### src/ctcgd_pkg.sv
// Shared constants and types for the greedy CTC decoder.
`timescale 1ns / 1ps

package ctcgd_pkg;

  localparam int SCORE_BITS  = 16;
  localparam int VALUE_BITS  = 13;
  localparam int MAX_CLASSES = 8192;
  localparam int CNT_BITS    = $clog2(MAX_CLASSES + 1);
  localparam int MAX_ROWS    = 256;
  localparam int SEG_BITS    = $clog2(MAX_ROWS + 1);

  localparam int MAX_RESULTS = 3;
  localparam int PUSH_BITS   = $clog2(MAX_RESULTS + 1);
  localparam int FIFO_DEPTH  = 8;
  localparam int PTR_BITS    = $clog2(FIFO_DEPTH);
  localparam int FCNT_BITS   = $clog2(FIFO_DEPTH + 1);

  localparam logic KIND_CHAR = 1'b0;
  localparam logic KIND_LEN  = 1'b1;

  typedef struct packed {
    logic                  kind;
    logic [VALUE_BITS-1:0] value;
    logic                  last;
  } result_t;

  // Results produced by one input transaction, in order.
  typedef struct packed {
    logic [PUSH_BITS-1:0]           num;
    result_t [MAX_RESULTS-1:0]      data;
  } push_t;

endpackage

### src/ctc_greedy_decoder.sv
// Greedy CTC decoder top level: running argmax per row and result generation.
//
//   channel | direction | handshake                | payload
//   --------+-----------+--------------------------+---------------------------
//   in      | input     | in_valid_i / in_stall_o  | score_i, row_end_i, seq_end_i
//   out     | output    | out_valid_o / out_stall_i| kind_o, value_o, last_o
//
// One input transaction per cycle while in_stall_o is low; its results are
// computed in the same cycle and enter an eight-entry result queue. The output
// side releases one result per cycle while out_stall_i is low. A row yields up
// to three results; in_stall_o rises when the queue has fewer than three free
// entries. Reset returns to the start of a sequence and empties the queue.
`timescale 1ns / 1ps

module ctc_greedy_decoder (
  input  logic                                  clk_i,
  input  logic                                  rst_ni,
  input  logic                                  in_valid_i,
  output logic                                  in_stall_o,
  input  logic signed [ctcgd_pkg::SCORE_BITS-1:0] score_i,
  input  logic                                  row_end_i,
  input  logic                                  seq_end_i,
  output logic                                  out_valid_o,
  input  logic                                  out_stall_i,
  output logic                                  kind_o,
  output logic [ctcgd_pkg::VALUE_BITS-1:0]      value_o,
  output logic                                  last_o
);
  import ctcgd_pkg::*;

  localparam logic signed [SCORE_BITS-1:0] ScoreMin = {1'b1, {(SCORE_BITS-1){1'b0}}};

  logic signed [SCORE_BITS-1:0] best_score_q, best_score_d;
  logic [VALUE_BITS-1:0]        best_class_q, best_class_d;
  logic [CNT_BITS-1:0]          class_count_q, class_count_d;
  logic [VALUE_BITS-1:0]        prev_class_q, prev_class_d;
  logic                         seen_q, seen_d;
  logic [SEG_BITS-1:0]          seg_rows_q, seg_rows_d;

  logic                  accept;
  logic                  take;
  logic                  gt;
  logic signed [SCORE_BITS-1:0] row_best;
  logic [VALUE_BITS-1:0] row_class;
  logic [SEG_BITS-1:0]   seg_inc;
  logic                  new_char;
  push_t                 push;
  logic [PUSH_BITS-1:0]  n;
  result_t               head;
  logic [FCNT_BITS-1:0]  fifo_count;
  logic                  pop;

  assign in_stall_o = fifo_count > FCNT_BITS'(FIFO_DEPTH - MAX_RESULTS);
  assign accept     = in_valid_i && !in_stall_o;

  always_comb begin
    take      = class_count_q < CNT_BITS'(MAX_CLASSES);
    gt        = take && (score_i > best_score_q);
    row_best  = gt ? score_i : best_score_q;
    row_class = gt ? class_count_q[VALUE_BITS-1:0] : best_class_q;
    seg_inc   = (seg_rows_q < SEG_BITS'(MAX_ROWS)) ? seg_rows_q + SEG_BITS'(1) : seg_rows_q;
    new_char  = (row_class != '0) && (row_class != prev_class_q);

    best_score_d  = best_score_q;
    best_class_d  = best_class_q;
    class_count_d = class_count_q;
    prev_class_d  = prev_class_q;
    seen_d        = seen_q;
    seg_rows_d    = seg_rows_q;
    push          = '0;
    n             = '0;

    if (accept) begin
      if (!row_end_i) begin
        best_score_d  = row_best;
        best_class_d  = row_class;
        class_count_d = class_count_q + CNT_BITS'(take);
      end else begin
        best_score_d  = ScoreMin;
        best_class_d  = '0;
        class_count_d = '0;
        seg_rows_d    = seg_inc;
        if (new_char) begin
          if (seen_q) begin
            // close the previous character's segment
            push.data[n] = '{kind: KIND_LEN,
                             value: VALUE_BITS'(seg_inc - SEG_BITS'(1)),
                             last: 1'b0};
            n          = n + PUSH_BITS'(1);
            seg_rows_d = SEG_BITS'(1);
          end
          seen_d       = 1'b1;
          push.data[n] = '{kind: KIND_CHAR, value: row_class, last: 1'b0};
          n            = n + PUSH_BITS'(1);
        end
        prev_class_d = row_class;
        if (seq_end_i) begin
          push.data[n] = '{kind: KIND_LEN, value: VALUE_BITS'(seg_rows_d), last: 1'b1};
          n            = n + PUSH_BITS'(1);
          prev_class_d = '0;
          seen_d       = 1'b0;
          seg_rows_d   = '0;
        end
      end
    end
    push.num = n;
  end

  always_ff @(posedge clk_i or negedge rst_ni) begin
    if (!rst_ni) begin
      best_score_q  <= ScoreMin;
      best_class_q  <= '0;
      class_count_q <= '0;
      prev_class_q  <= '0;
      seen_q        <= 1'b0;
      seg_rows_q    <= '0;
    end else begin
      best_score_q  <= best_score_d;
      best_class_q  <= best_class_d;
      class_count_q <= class_count_d;
      prev_class_q  <= prev_class_d;
      seen_q        <= seen_d;
      seg_rows_q    <= seg_rows_d;
    end
  end

  assign out_valid_o = fifo_count != '0;
  assign pop         = out_valid_o && !out_stall_i;

  ctcgd_fifo u_fifo (
    .clk_i   (clk_i),
    .rst_ni  (rst_ni),
    .push_i  (push),
    .pop_i   (pop),
    .head_o  (head),
    .count_o (fifo_count)
  );

  assign kind_o  = head.kind;
  assign value_o = head.value;
  assign last_o  = head.last;

endmodule

### src/ctcgd_fifo.sv
// Result queue: takes up to three results per cycle, releases one on pop_i.
`timescale 1ns / 1ps

module ctcgd_fifo (
  input  logic                      clk_i,
  input  logic                      rst_ni,
  input  ctcgd_pkg::push_t          push_i,
  input  logic                      pop_i,
  output ctcgd_pkg::result_t        head_o,
  output logic [ctcgd_pkg::FCNT_BITS-1:0] count_o
);
  import ctcgd_pkg::*;

  result_t              mem_q [FIFO_DEPTH];
  logic [PTR_BITS-1:0]  wptr_q, wptr_d;
  logic [PTR_BITS-1:0]  rptr_q, rptr_d;
  logic [FCNT_BITS-1:0] count_q, count_d;

  always_comb begin
    wptr_d  = wptr_q + PTR_BITS'(push_i.num);
    rptr_d  = rptr_q + PTR_BITS'(pop_i);
    count_d = count_q + FCNT_BITS'(push_i.num) - FCNT_BITS'(pop_i);
  end

  always_ff @(posedge clk_i or negedge rst_ni) begin
    if (!rst_ni) begin
      wptr_q  <= '0;
      rptr_q  <= '0;
      count_q <= '0;
    end else begin
      wptr_q  <= wptr_d;
      rptr_q  <= rptr_d;
      count_q <= count_d;
    end
  end

  always_ff @(posedge clk_i) begin
    for (int k = 0; k < MAX_RESULTS; k++) begin
      if (PUSH_BITS'(k) < push_i.num) begin
        mem_q[wptr_q + PTR_BITS'(k)] <= push_i.data[k];
      end
    end
  end

  assign head_o  = mem_q[rptr_q];
  assign count_o = count_q;

endmodule
### config.mk
export PLATFORM = sky130hd
export DESIGN_NAME = ctc_greedy_decoder
export DESIGN_NICKNAME = d
export VERILOG_FILES = /design/src/ctcgd_pkg.sv /design/src/ctc_greedy_decoder.sv /design/src/ctcgd_fifo.sv
export SDC_FILE = /design/constraint.sdc
export NUM_CORES = 1
export LEC_CHECK = 0
export BUFFER_PORTS_ARGS = -buffer_cell sky130_fd_sc_hd__buf_2
export CORE_ASPECT_RATIO = 0.7
export CORE_MARGIN = 2
export CORE_UTILIZATION = 55
export DETAILED_ROUTE_END_ITERATION = 8
export GPL_TIMING_DRIVEN = 0
export PLACE_DENSITY = 0.72
export SYNTH_ARGS = -nofsm -noshare
export SYNTH_HDL_FRONTEND = slang
export SYNTH_HIERARCHICAL = 1
export SYNTH_SLANG_ARGS = --single-unit
### constraint.sdc
create_clock -name clk_i -period 6.2 [get_ports clk_i]
set_input_delay 0.93 -clock clk_i [delete_from_list [all_inputs] [get_ports clk_i]]
set_output_delay 0.93 -clock clk_i [all_outputs]
set_load 0.05 [all_outputs]
Yosys cells after proc, flatten, opt, wreduce, memory -nomap -nowiden

Memory sizes are Yosys's and may differ from the RTL's.
Index checks and enable logic that the tools add are counted.

Memories: 1
Input port bits: 22
Flip-flop bits (word level): 76
RAM bits: 120

Add/sub/neg operators: 11
Equality and inequality tests: 1
Multiplexer cells: 46
Reductions and logical operators: 15
Order comparisons: 11

Memories:

| memory       | depth | width | rd ports | clocked after Yosys merged registers in | wr ports | line             | text |
|---|---|---|---|---|---|---|---|
| u_fifo.mem_q | 8     | 15    | 1        | 0                                       | 3        | ctcgd_fifo.sv:14 | `result_t mem_q [FIFO_DEPTH];` |

Operators by type and width:

| kind                                                                                | count |
|---|---|
| 45-bit two-way mux                                                                  | 6 |
| 45-bit bitwise mux                                                                  | 2 |
| 15-bit two-way mux                                                                  | 6 |
| 15-bit demux with 2-bit select                                                      | 2 |
| 9-bit two-way mux                                                                   | 6 |
| 13-bit two-way mux                                                                  | 3 |
| 16-bit two-way mux                                                                  | 2 |
| 2-bit two-way mux                                                                   | 9 |
| 16-bit > comparator                                                                 | 1 |
| 14-bit by 1-bit adder with 14-bit output                                            | 1 |
| 14-bit < comparator, second input constant                                          | 1 |
| 14-bit two-way mux                                                                  | 1 |
| 13-bit inequality test                                                              | 1 |
| 13-bit nonzero test                                                                 | 1 |
| 9-bit by 1-bit subtractor with 10-bit output, second input constant                 | 1 |
| 9-bit by 1-bit adder with 9-bit output, second input constant                       | 1 |
| 9-bit < comparator, second input constant                                           | 1 |
| 1-bit two-way mux                                                                   | 9 |
| 1-bit logical AND                                                                   | 6 |
| 2-bit by 3-bit < comparator with 1-bit output, second input constant                | 2 |
| 2-bit by 1-bit adder with 2-bit output, second input constant                       | 2 |
| 4-bit by 2-bit adder with 4-bit output                                              | 1 |
| 2-bit by 1-bit greater-or-equal comparator with 1-bit output, second input constant | 2 |
| 4-bit by 3-bit > comparator with 1-bit output, second input constant                | 1 |
| 12 further kinds                                                                    | 16 |

Longest topological paths before layout

Gate-level depths: netlist of the first run.

Depth in word-level cells: 20
Mapped depth: 22

By module

The synthesis of the first run kept the hierarchy.

Modules (own cells, without submodules):

| module             | area an instance (um2) | cells each | instances |
|---|---|---|---|
| ctcgd_fifo         | 8732.1                 | 904        | 1 |
| ctc_greedy_decoder | 4573.1                 | 537        | 1 |

Worst setup path after synthesis of the first run

No wires, ideal clock.

Kind: input to register
From: input score_i[15] (netlist bit)
To: memory u_fifo/mem_q[0][0] (netlist bit) (enable)
Buffers on the path: 3
Path slack: 656 ps
Stages on the path: 18
Arrival time: 5151 ps
Required time: 5807 ps
Library setup time: 393 ps
Cell sequence: ha_1 > nand4_2 > nor3_1 > nor3_1 > or4b_1 > buf_4 > nand2_8 > mux2i_1 > o221ai_2 > o21bai_2 > buf_4 > nor2_1 > ha_1 > and2_1 > nand3_1 > buf_2 > mux2_2 > o22ai_1

RTL lines:

| what        | line                     | text |
|---|---|---|
| from (decl) | ctc_greedy_decoder.sv:20 | `input logic signed [ctcgd_pkg::SCORE_BITS-1:0] score_i,` |
| to (decl)   | ctcgd_fifo.sv:14         |  |

==> results.sh, run 1 <==
export IMPL_status="complete, no violations"
export IMPL_clock_path_buffers=2
export IMPL_p_switching_mw=3.206
export IMPL_required_ps=6380
export IMPL_die_x_um=189.9
export IMPL_power_total_mw=6.438
export IMPL_die_area_um2=25470
export IMPL_powerDensity_nw_per_um2=436.6
export IMPL_syn_area_um2=13310
export IMPL_combPwrFrac=0.565
export IMPL_fill_cells=2031
export IMPL_ys_ff_latch=196
export IMPL_synth_area_per_cell_um2=9.233
export IMPL_design_core_area_um2=23700
export IMPL_synth_top_area_share=0.2708
export IMPL_critPathCaptureType="register"
export IMPL_gp_congestion=1.109
export IMPL_nets=1573
export IMPL_cts_tree="done"
export IMPL_cp_start_kind="input port"
export IMPL_cts_sinks=196
export IMPL_rsz0062_at_grt="yes"
export IMPL_power_frac_clock=0.172
export IMPL_ir_worst_vdd_mv=0.4896
export IMPL_slew_violations=0
export IMPL_initial_utilization=0.5614
export IMPL_synthTopCellsByArea="edfxtp_1 (27%), dfrtp_1 (14%), o21ai_0 (5.9%), a31oi_1 (5.8%), nor3_1 (5.2%)"
export IMPL_grt_ovfl_total=0
export IMPL_synth_edf_count=120
export IMPL_grt_pass1_vias=11760
export IMPL_fmax_mhz=166.2
export IMPL_synth_fa_ha_area_frac=0.03197
export IMPL_hold_path_class="in2async"
export IMPL_swShare=0.4981
export IMPL_drt_pass1_iterations=7
export IMPL_via_per_inst=6.972
export IMPL_ys_seq_area_frac=0.4139
export IMPL_crit_fanout=10
export IMPL_cts_buffers=17
export IMPL_grt_pass1_wl_um=75890
export IMPL_antenna_left=0
export IMPL_fin_util=0.6222
export IMPL_layout_drive_gt1_share=0.1266
export IMPL_clkLatencyLatePin_ps=450
export IMPL_ys_async_sr_fraction=0.3878
export IMPL_ff2ff_path_depth=19
export IMPL_antenna_found_initial=1
export IMPL_slew_headroom=0.1588
export IMPL_synth_ff_type="edfxtp_1"
export IMPL_intPower_mw=3.231
export IMPL_grt_max_degree=67
export IMPL_dr_total_vias=12900
export IMPL_dp_hpwl_um=39040
export IMPL_drt_iter0_markers=2359
export IMPL_power_static_leakage_nw=5.371
export IMPL_htreeDepth=4
export IMPL_yosys_area_share_simple=0.2091
export IMPL_final_hold_viol_count=0
export IMPL_finalCritPeriodShare=0.9708
export IMPL_drt_drc_violations_left=0
export IMPL_finalWirelength_um=51610
export IMPL_crit_end="u_fifo/mem_q[6][9]$_DFFE_PP_"
export IMPL_worstReg2RegStart="best_score_q[15]$_DFFE_PN1P_"
export IMPL_fin_worst_skew_ps=16.05
export IMPL_cap_viol_max_count=0
export IMPL_synth_top_area_cell="edfxtp_1"
export IMPL_setup_viol=0
export IMPL_clk_pin_slew_ps=70
export IMPL_yosysWarningCount=6
export IMPL_antenna_cells=0
export IMPL_wl_per_cell_um=27.90
export IMPL_syn_inst=1441
export IMPL_worst_setup_path_type="in2reg"
export IMPL_ys_types=66
export IMPL_seqPwrFrac=0.263
export IMPL_worstPathArrival_ps=6200
export IMPL_area_delta_synth_final_pct=10.82
export IMPL_io_pins=39
export IMPL_r2r_end="u_fifo/mem_q[6][9]$_DFFE_PP_"
export IMPL_tightest_slew_ps=1227
export IMPL_synth_top_family_by_area="simple AND/OR/NAND/NOR gates"
export IMPL_synthMuxAreaShare=0.08482
export IMPL_crit_start="score_i[15]"
export IMPL_cts_root_buffer="clkbuf_16"
export IMPL_fp_dieH_um=134.1
export IMPL_synth_xor_xnor_area_share=0.02953
export IMPL_period_needed_ps=6019
export IMPL_synth_compound_area_share=0.1686
export IMPL_rrSetupSlack_ps=230
export IMPL_port_buffers=38
export IMPL_num_rows=47
export IMPL_ctsHoldBuffers=0
export IMPL_track_usage=0.4103
power by group through the flow:
stage          clock network [mW]  registers [mW]  logic, mW
6_report                     1.11            1.69       3.64
5_1_grt                      1.16            1.72       3.76
4_1_cts                      1.12            1.69       3.43
3_5_place_dp                    0            1.72       3.41
3_3_place_gp                    0            1.71       3.34
2_1_floorplan                   0            1.67       2.34
worst min path at each step:
stage,start,end,slack [ps],cells past startpoint
floorplan,best_score_q[15]$_DFFE_PN1P_,best_score_q[15]$_DFFE_PN1P_,460,2
global placement,best_score_q[15]$_DFFE_PN1P_,best_score_q[15]$_DFFE_PN1P_,470,2
detailed placement,best_score_q[15]$_DFFE_PN1P_,best_score_q[15]$_DFFE_PN1P_,480,2
CTS,rst_ni,u_fifo/count_o[0]$_DFF_PN0_,310,1
global route,rst_ni,u_fifo/count_o[0]$_DFF_PN0_,320,1
finish,rst_ni,u_fifo/count_o[0]$_DFF_PN0_,320,1
logic make-up after synthesis:
kind of cell | count (synthesis)
AOI/OAI and AO/OA | 375
muxes | 73
xor gates and xnor gates | 44
DFF | 196
buffers and inverters | 200
and+or+nand+nor | 519
adders and majority gates | 33
other | 1
cell type report:
type                    instances  area, µm²  share of cell area
multi-input cells            1056       7072              0.4796
repair buffers                 48      377.9             0.02563
well taps                     318      397.9             0.02698
clock buffers                  19      432.9             0.02936
clock inverters                13      133.9            0.009079
inverters                      44      165.2             0.01120
plain buffers                 156      659.4             0.04472
flip-flops and latches        196       5507              0.3734
metrics by stage:
step | cells | setup TNS [ps] | setup WS [ps] | cell area [µm²] | hold slack [ps]
after floorplan | 1452 | 0 | 656.0 | 13350 | 456.3
after global placement | 1808 | -124510 | -1193 | 13930 | 470.5
after detailed placement | 1816 | -10700 | -343.3 | 14160 | 478.3
after CTS | 1848 | 0 | 102.0 | 14720 | 309.7
after global routing | 1850 | -1.022 | -1.022 | 14750 | 318.6
final | 1850 | 0 | 181.3 | 14750 | 315.6
registers in the layout, indices dropped and copies added (netlist names):
register,count
best_score_q,16
best_class_q,13
seen_q,1
class_count_q,14
u_fifo/count_o,4
u_fifo/rptr_q,3
u_fifo/wptr_q,3
prev_class_q,13
u_fifo/mem_q,120
seg_rows_q,9
worst max-delay path, stage by stage:
cell,delay (ps)
buf_2,110
ha_1,370
nand4_2,180
nor4_2,390
a21boi_2,280
o211ai_1,270
nand2_8,190
mux2i_1,480
o221ai_2,170
o21bai_2,310
buf_4,250
nor2_1,60
ha_1,280
and2_1,320
nand3b_1,250
or2_1,290
clkbuf_1,250
clkbuf_1,340
a31oi_1,450
routing by layer:
metal  track usage  wire length (µm)  vias to the layer above  part of all wire
met5             0                 0                        -                 0
met4        0.1223              1744                        0             0.034
met3        0.1434              8343                      149              0.16
met2        0.5422             19560                     1066              0.38
met1        0.6251             21950                     6164              0.43
li1              -                 -                     5520                 -
cells in the final DEF (no fill, tap or decap), types with 17 or more instances in the layout:
master	instances
clkbuf_16	17
and4b_1	31
xor2_1	22
buf_2	62
edfxtp_1	120
buf_1	18
mux4_2	30
nand2_1	178
a21oi_1	21
nand3_1	17
ha_1	30
nor2_1	52
a22o_1	18
o21ai_0	156
mux2_2	18
inv_1	44
nor3_1	137
clkbuf_1	105
dfrtp_1	75
xnor2_1	21
mux2i_1	24
a31oi_1	123
Yosys cell counts (30+ instances only):
| master | n |
|---|---|
| mux4_2 | 30 |
| ha_1 | 30 |
| clkbuf_1 | 105 |
| nor2_1 | 52 |
| and4b_1 | 31 |
| inv_1 | 44 |
| nand2_1 | 178 |
| a31oi_1 | 123 |
| o21ai_0 | 156 |
| nor3_1 | 137 |
| edfxtp_1 | 120 |
| dfrtp_1 | 75 |
what timing repair did:
action | CTS | global route
endpoints found under the setup margin | 0 | 54
buffers inserted | 0 | 2
gates resized for setup | 0 | 5
endpoints found under the hold margin | 0 | 0
Power figures use the tool's default switching activity.
==> run 2, diff against run 1 <==
- clock period: 6.2 -> 6.9 ns (I/O delays scaled with it)
==> run 2 against run 1 <==
Effect of this change:
- sequential share of layout area up 0.054 points
- final cell count down 0.11%
- die area did not move
- total power is 10% lower
- register-to-register slack better by 350 ps
- critical path type unchanged
- critical endpoint unchanged
- largest cell class unchanged
- highest routed layer unchanged
==> results.sh, run 2 (synthesized netlist as in run 1, its figures left out) <==
export IMPL_status="complete, no violations"
export IMPL_ctsHoldBuffers=0
export IMPL_grt_busiest_layer="met1"
export IMPL_num_rows=47
export IMPL_design_core_area_um2=23700
export IMPL_cts_sinks=196
export IMPL_top_register="u_fifo/mem_q"
export IMPL_drt_pass1_iterations=7
export IMPL_grt_use_met2=0.5422
export IMPL_fp_dieH_um=134.1
export IMPL_final_hold_viol_count=0
export IMPL_port_buffers=38
export IMPL_dpl_cell_area_um2=14160
export IMPL_drt_iter0_markers=2244
export IMPL_drt_drc_violations_left=0
export IMPL_ir_worst_vdd_mv=0.4380
export IMPL_slew_headroom=0.1405
export IMPL_critPathCaptureType="register"
export IMPL_worst_setup_path_type="in2reg"
export IMPL_rrSetupSlack_ps=580
export IMPL_tightest_slew_ps=1253
export IMPL_fmax_mhz=154.5
export IMPL_most_common_layout_cells="nand2_1 (178), o21ai_0 (156), nor3_1 (137), a31oi_1 (123), edfxtp_1 (120)"
export IMPL_finalWirelength_um=51640
export IMPL_dr_total_vias=12900
export IMPL_grt_pass1_vias=11760
export IMPL_hold_path_class="in2async"
export IMPL_io_pins=39
export IMPL_period_needed_ps=6471
export IMPL_reg_top3="u_fifo/mem_q: 120 flops, best_score_q: 16 flops, class_count_q: 14 flops"
export IMPL_cts_resized_gates=0
export IMPL_nets=1571
export IMPL_grt_max_degree=67
export IMPL_cp_start_kind="input port"
export IMPL_antenna_found_initial=1
export IMPL_clock_path_buffers=2
export IMPL_area_delta_synth_final_pct=10.66
export IMPL_cts_tree="done"
export IMPL_fin_util=0.6213
export IMPL_worstPathArrival_ps=6670
export IMPL_largest_reg_flops=120
export IMPL_ff2ff_path_depth=19
export IMPL_worstReg2RegStart="best_score_q[15]$_DFFE_PN1P_"
export IMPL_dp_hpwl_um=39040
export IMPL_die_area_um2=25470
export IMPL_mostFrequentLayoutCell="nand2_1"
export IMPL_wl_per_cell_um=27.94
export IMPL_cts_buffers=17
export IMPL_powerDensity_nw_per_um2=391.8
export IMPL_crit_start="score_i[15]"
export IMPL_clkLatencyLatePin_ps=450
export IMPL_gp_congestion=1.109
export IMPL_met1_usage=0.6251
export IMPL_cap_viol_max_count=0
export IMPL_crit_end="u_fifo/mem_q[6][9]$_DFFE_PP_"
export IMPL_antenna_left=0
export IMPL_via_per_inst=6.978
export IMPL_grt_pass1_wl_um=75890
export IMPL_htreeDepth=4
export IMPL_slew_violations=0
export IMPL_gr_usage_met3=0.1434
export IMPL_power_static_leakage_nw=5.362
export IMPL_whs_ps=421.1
export IMPL_crit_fanout=10
export IMPL_fin_worst_skew_ps=15.98
export IMPL_antenna_cells=0
export IMPL_cts_root_buffer="clkbuf_16"
export IMPL_layout_drive_gt1_share=0.1235
export IMPL_die_x_um=189.9
export IMPL_clk_pin_slew_ps=70
export IMPL_required_ps=7090
export IMPL_r2r_end="u_fifo/mem_q[6][9]$_DFFE_PP_"
export IMPL_cts_setup_buffers=0
export IMPL_grt_ovfl_total=0
export IMPL_initial_utilization=0.5614
export IMPL_track_usage=0.4103
export IMPL_finalCritPeriodShare=0.9378
export IMPL_setup_viol=0
export IMPL_rsz0062_at_grt="no"
export IMPL_postLayoutCellArea_um2=14720
-- run 2: cell count changes in the layout (fill, tap and decap cells not counted) --
cell	change
mux2i_1	+1
clkbuf_2	-2
clkbuf_1	+2
mux2i_2	-1
buf_4	-2
-- run 2: area by class of cell --
type	count	area [µm²]
Buffer	156	656.9
Clock buffer	19	432.9
Clock inverter	13	133.9
Fill cell	2034	8975
Inverter	44	165.2
Multi-Input combinational cell	1056	7068
Sequential cell	196	5507
Tap cell	318	397.9
Timing Repair Buffer	46	362.8
-- run 2: how the worst min path moves through the flow --
stage | depth (start not counted) | endpoint
after floorplan | 2 | best_score_q[15]$_DFFE_PN1P_
after global placement | 2 | best_score_q[15]$_DFFE_PN1P_
after detailed placement | 2 | best_score_q[15]$_DFFE_PN1P_
after CTS | 1 | u_fifo/count_o[0]$_DFF_PN0_
after global routing | 1 | u_fifo/count_o[0]$_DFF_PN0_
final | 1 | u_fifo/count_o[0]$_DFF_PN0_
-- run 2: report_power, final --
part           internal (mW)  switching (mW)
registers               1.41           0.115
logic                  0.961            2.29
clock network          0.534           0.458
total                   2.90            2.87
-- run 2: critical path, cell delays in order --
cell      delay, ps
buf_2           110
ha_1            370
nand4_2         180
nor4_2          390
a21boi_2        280
o211ai_1        270
nand2_8         190
mux2i_1         560
o221ai_2        210
o21bai_2        320
buf_4           250
nor2_1           60
ha_1            280
and2_1          320
nand3b_1        440
or2_1           360
clkbuf_1        230
clkbuf_1        340
a31oi_1         420
-- run 2: routing by layer --
layer / wire length (µm) / vias to the layer above
met5: 0 / -
met4: 1565 / 0
met3: 8095 / 144
met2: 19840 / 1065
met1: 22130 / 6176
li1: - / 5510
-- run 2: metrics by stage --
step / setup slack (ps) / TNS (ps) / instances / power, mW
floorplan: 1251 / 0 / 1452 / 3.608
global placement: -597.8 / -45230 / 1808 / 4.540
detailed placement: 251.7 / 0 / 1816 / 4.608
CTS: 697.0 / 0 / 1848 / 5.607
global route: 242.2 / 0 / 1848 / 5.962
finish: 429.0 / 0 / 1848 / 5.769
==> run 3, diff against run 2 <==
- REMOVE_ABC_BUFFERS: default -> 1
==> run 3 against run 2 <==
Effect of this change:
- largest power group unchanged
- die area is the same
- highest routed layer unchanged
- critical path type unchanged
- via count shrank 6.9%
- global-route usage shrank 8.6 points
==> results.sh, run 3 (synthesized netlist as in run 1, its figures left out) <==
export IMPL_seq_area_um2=5510
export IMPL_clock_path_buffers=2
export IMPL_r2r_end="u_fifo/mem_q[3][12]$_DFFE_PP_"
export IMPL_htreeDepth=4
export IMPL_seqPwrFrac=0.296
export IMPL_grt_max_degree=70
export IMPL_required_ps=7020
export IMPL_grt_use_met2=0.4799
export IMPL_postLayoutCellArea_um2=14640
export IMPL_slew_violations=0
export IMPL_rsz0062_at_grt="no"
export IMPL_cts_tree="done"
export IMPL_slew_headroom=0.1459
export IMPL_area_delta_synth_final_pct=10.03
export IMPL_dpl_cell_area_um2=13940
export IMPL_die_x_um=189.9
export IMPL_worstReg2RegStart="best_score_q[15]$_DFFE_PN1P_"
export IMPL_gp_congestion=0.8904
export IMPL_ir_worst_vdd_mv=0.3448
export IMPL_die_area_um2=25470
export IMPL_drt_pass1_iterations=6
export IMPL_crit_end="u_fifo/mem_q[3][12]$_DFFE_PP_"
export IMPL_power_static_leakage_nw=5.314
export IMPL_tightest_slew_ps=1281
export IMPL_grt_ovfl_total=0
export IMPL_layout_drive_gt1_share=0.1416
export IMPL_cap_viol_max_count=0
export IMPL_finalWirelength_um=41320
export IMPL_mostFrequentLayoutCell="nand2_1"
export IMPL_met1_usage=0.4565
export IMPL_num_rows=47
export IMPL_worst_setup_path_type="in2reg"
export IMPL_placed_cells=1682
export IMPL_grt_pass1_vias=11310
export IMPL_cp_start_kind="input port"
export IMPL_grt_pass1_wl_um=63530
export IMPL_multi_input_area_um2=7181
export IMPL_antenna_left=0
export IMPL_top_register="u_fifo/mem_q"
export IMPL_fill_cells=1910
export IMPL_fp_dieH_um=134.1
export IMPL_combPwrFrac=0.518
export IMPL_port_buffers=38
export IMPL_largest_reg_flops=120
export IMPL_swShare=0.4617
export IMPL_critPathCaptureType="register"
export IMPL_finalCritPeriodShare=0.9611
export IMPL_clkLatencyLatePin_ps=460
export IMPL_final_hold_viol_count=0
export IMPL_clk_pin_slew_ps=70
export IMPL_design_core_area_um2=23700
export IMPL_initial_utilization=0.5614
export IMPL_ff2ff_path_depth=17
export IMPL_status="complete, no violations"
export IMPL_powerDensity_nw_per_um2=384.7
export IMPL_track_usage=0.3244
export IMPL_cts_buffers=17
export IMPL_dr_total_vias=12010
export IMPL_via_per_inst=6.998
export IMPL_nets=1439
export IMPL_power_frac_clock=0.185
export IMPL_antenna_found_initial=0
export IMPL_worstPathArrival_ps=6750
export IMPL_cts_root_buffer="clkbuf_16"
export IMPL_cts_setup_buffers=0
export IMPL_gr_usage_met3=0.07169
export IMPL_final_instance_count_excl_fill=1716
export IMPL_fin_worst_skew_ps=13.69
export IMPL_reg_top3="u_fifo/mem_q: 120 flops, best_score_q: 16 flops, class_count_q: 14 flops"
export IMPL_antenna_cells=0
export IMPL_hold_path_class="in2async"
export IMPL_rrSetupSlack_ps=400
export IMPL_drt_drc_violations_left=0
export IMPL_crit_fanout=45
export IMPL_drt_iter0_markers=1790
export IMPL_dp_hpwl_um=25230
export IMPL_setup_viol=0
export IMPL_io_pins=39
export IMPL_period_needed_ps=6631
export IMPL_p_switching_mw=2.601
export IMPL_intPower_mw=3.032
export IMPL_crit_start="score_i[15]"
export IMPL_most_common_layout_cells="nand2_1 (177), o21ai_0 (156), nor3_1 (136), a31oi_1 (123), edfxtp_1 (120)"
export IMPL_fmax_mhz=150.8
export IMPL_finalSetupTns_ps=0
export IMPL_cts_sinks=196
export IMPL_ctsHoldBuffers=0
export IMPL_grt_busiest_layer="met2"
export IMPL_wl_per_cell_um=24.08
-- run 3: cell types whose count changed in the layout (fill, tap and decap cells not counted), sizes merged --
cell      before  now
buf           95   69
nand3b         5    6
inv           46   51
clkinv         7    4
clkinvlp       2    0
clkbuf       126   19
-- run 3: per-stage QoR --
step | worst slack [ps] | hold WS [ps] | util | total power [mW]
3_3_place_gp | -5957 | 466.6 | 0.5603 | 4.104
2_1_floorplan | -1534 | 456.3 | - | 3.402
5_1_grt | 25.44 | 405.1 | 0.6178 | 5.857
4_1_cts | 49.63 | 400.4 | 0.6145 | 5.521
6_report | 268.6 | 402.7 | 0.6178 | 5.632
3_5_place_dp | -863.2 | 474.1 | 0.5884 | 4.470
-- run 3: layer usage --
metal,vias to the layer above,wire [µm]
met4,0,1564
li1,5272,-
met2,915,17900
met5,-,0
met1,5664,16650
met3,158,5205
-- run 3: timing repair --
item	CTS	global route
endpoints found under the setup margin	93	113
resized for setup	3	7
gates cloned	0	1
pin swaps	0	2
-- run 3: power by group through the flow --
| stage | clock, mW | sequential (mW) | combinational, mW |
|---|---|---|---|
| floorplan | 0 | 1.62 | 1.78 |
| CTS | 1.04 | 1.66 | 2.81 |
| global placement | 0 | 1.74 | 2.37 |
| global route | 1.09 | 1.69 | 3.07 |
| finish | 1.04 | 1.67 | 2.92 |
| detailed placement | 0 | 1.68 | 2.79 |
-- run 3: layout make-up --
type                       instances  area share
multi-input combinational       1057      0.4905
sequential                       196      0.3764
timing repair buffer              69     0.05376
clock buffer                      19     0.03102
tap                              318     0.02718
inverter                          44     0.01128
clock inverter                    13    0.009914
-- run 3: worst min-delay path by stage --
stage / start / to
finish: rst_ni / seg_rows_q[6]$_DFFE_PN0P_
global route: rst_ni / seg_rows_q[6]$_DFFE_PN0P_
CTS: rst_ni / seg_rows_q[1]$_DFFE_PN0P_
detailed placement: best_score_q[15]$_DFFE_PN1P_ / best_score_q[15]$_DFFE_PN1P_
global placement: best_score_q[15]$_DFFE_PN1P_ / best_score_q[15]$_DFFE_PN1P_
floorplan: best_score_q[15]$_DFFE_PN1P_ / best_score_q[15]$_DFFE_PN1P_
-- run 3: worst max-delay path, cell delays in order --
cell and delay, ps:
buf_2 110, ha_1 340, nand4_2 170, nor4_2 360, a21boi_2 290, o211ai_1 270, nand2_8 250, mux2i_2 510
o221ai_2 230, o21ai_1 550, buf_4 330, nor2_4 170, buf_12 240, nand3b_1 560, buf_8 240, or2_1 790
a31oi_1 270
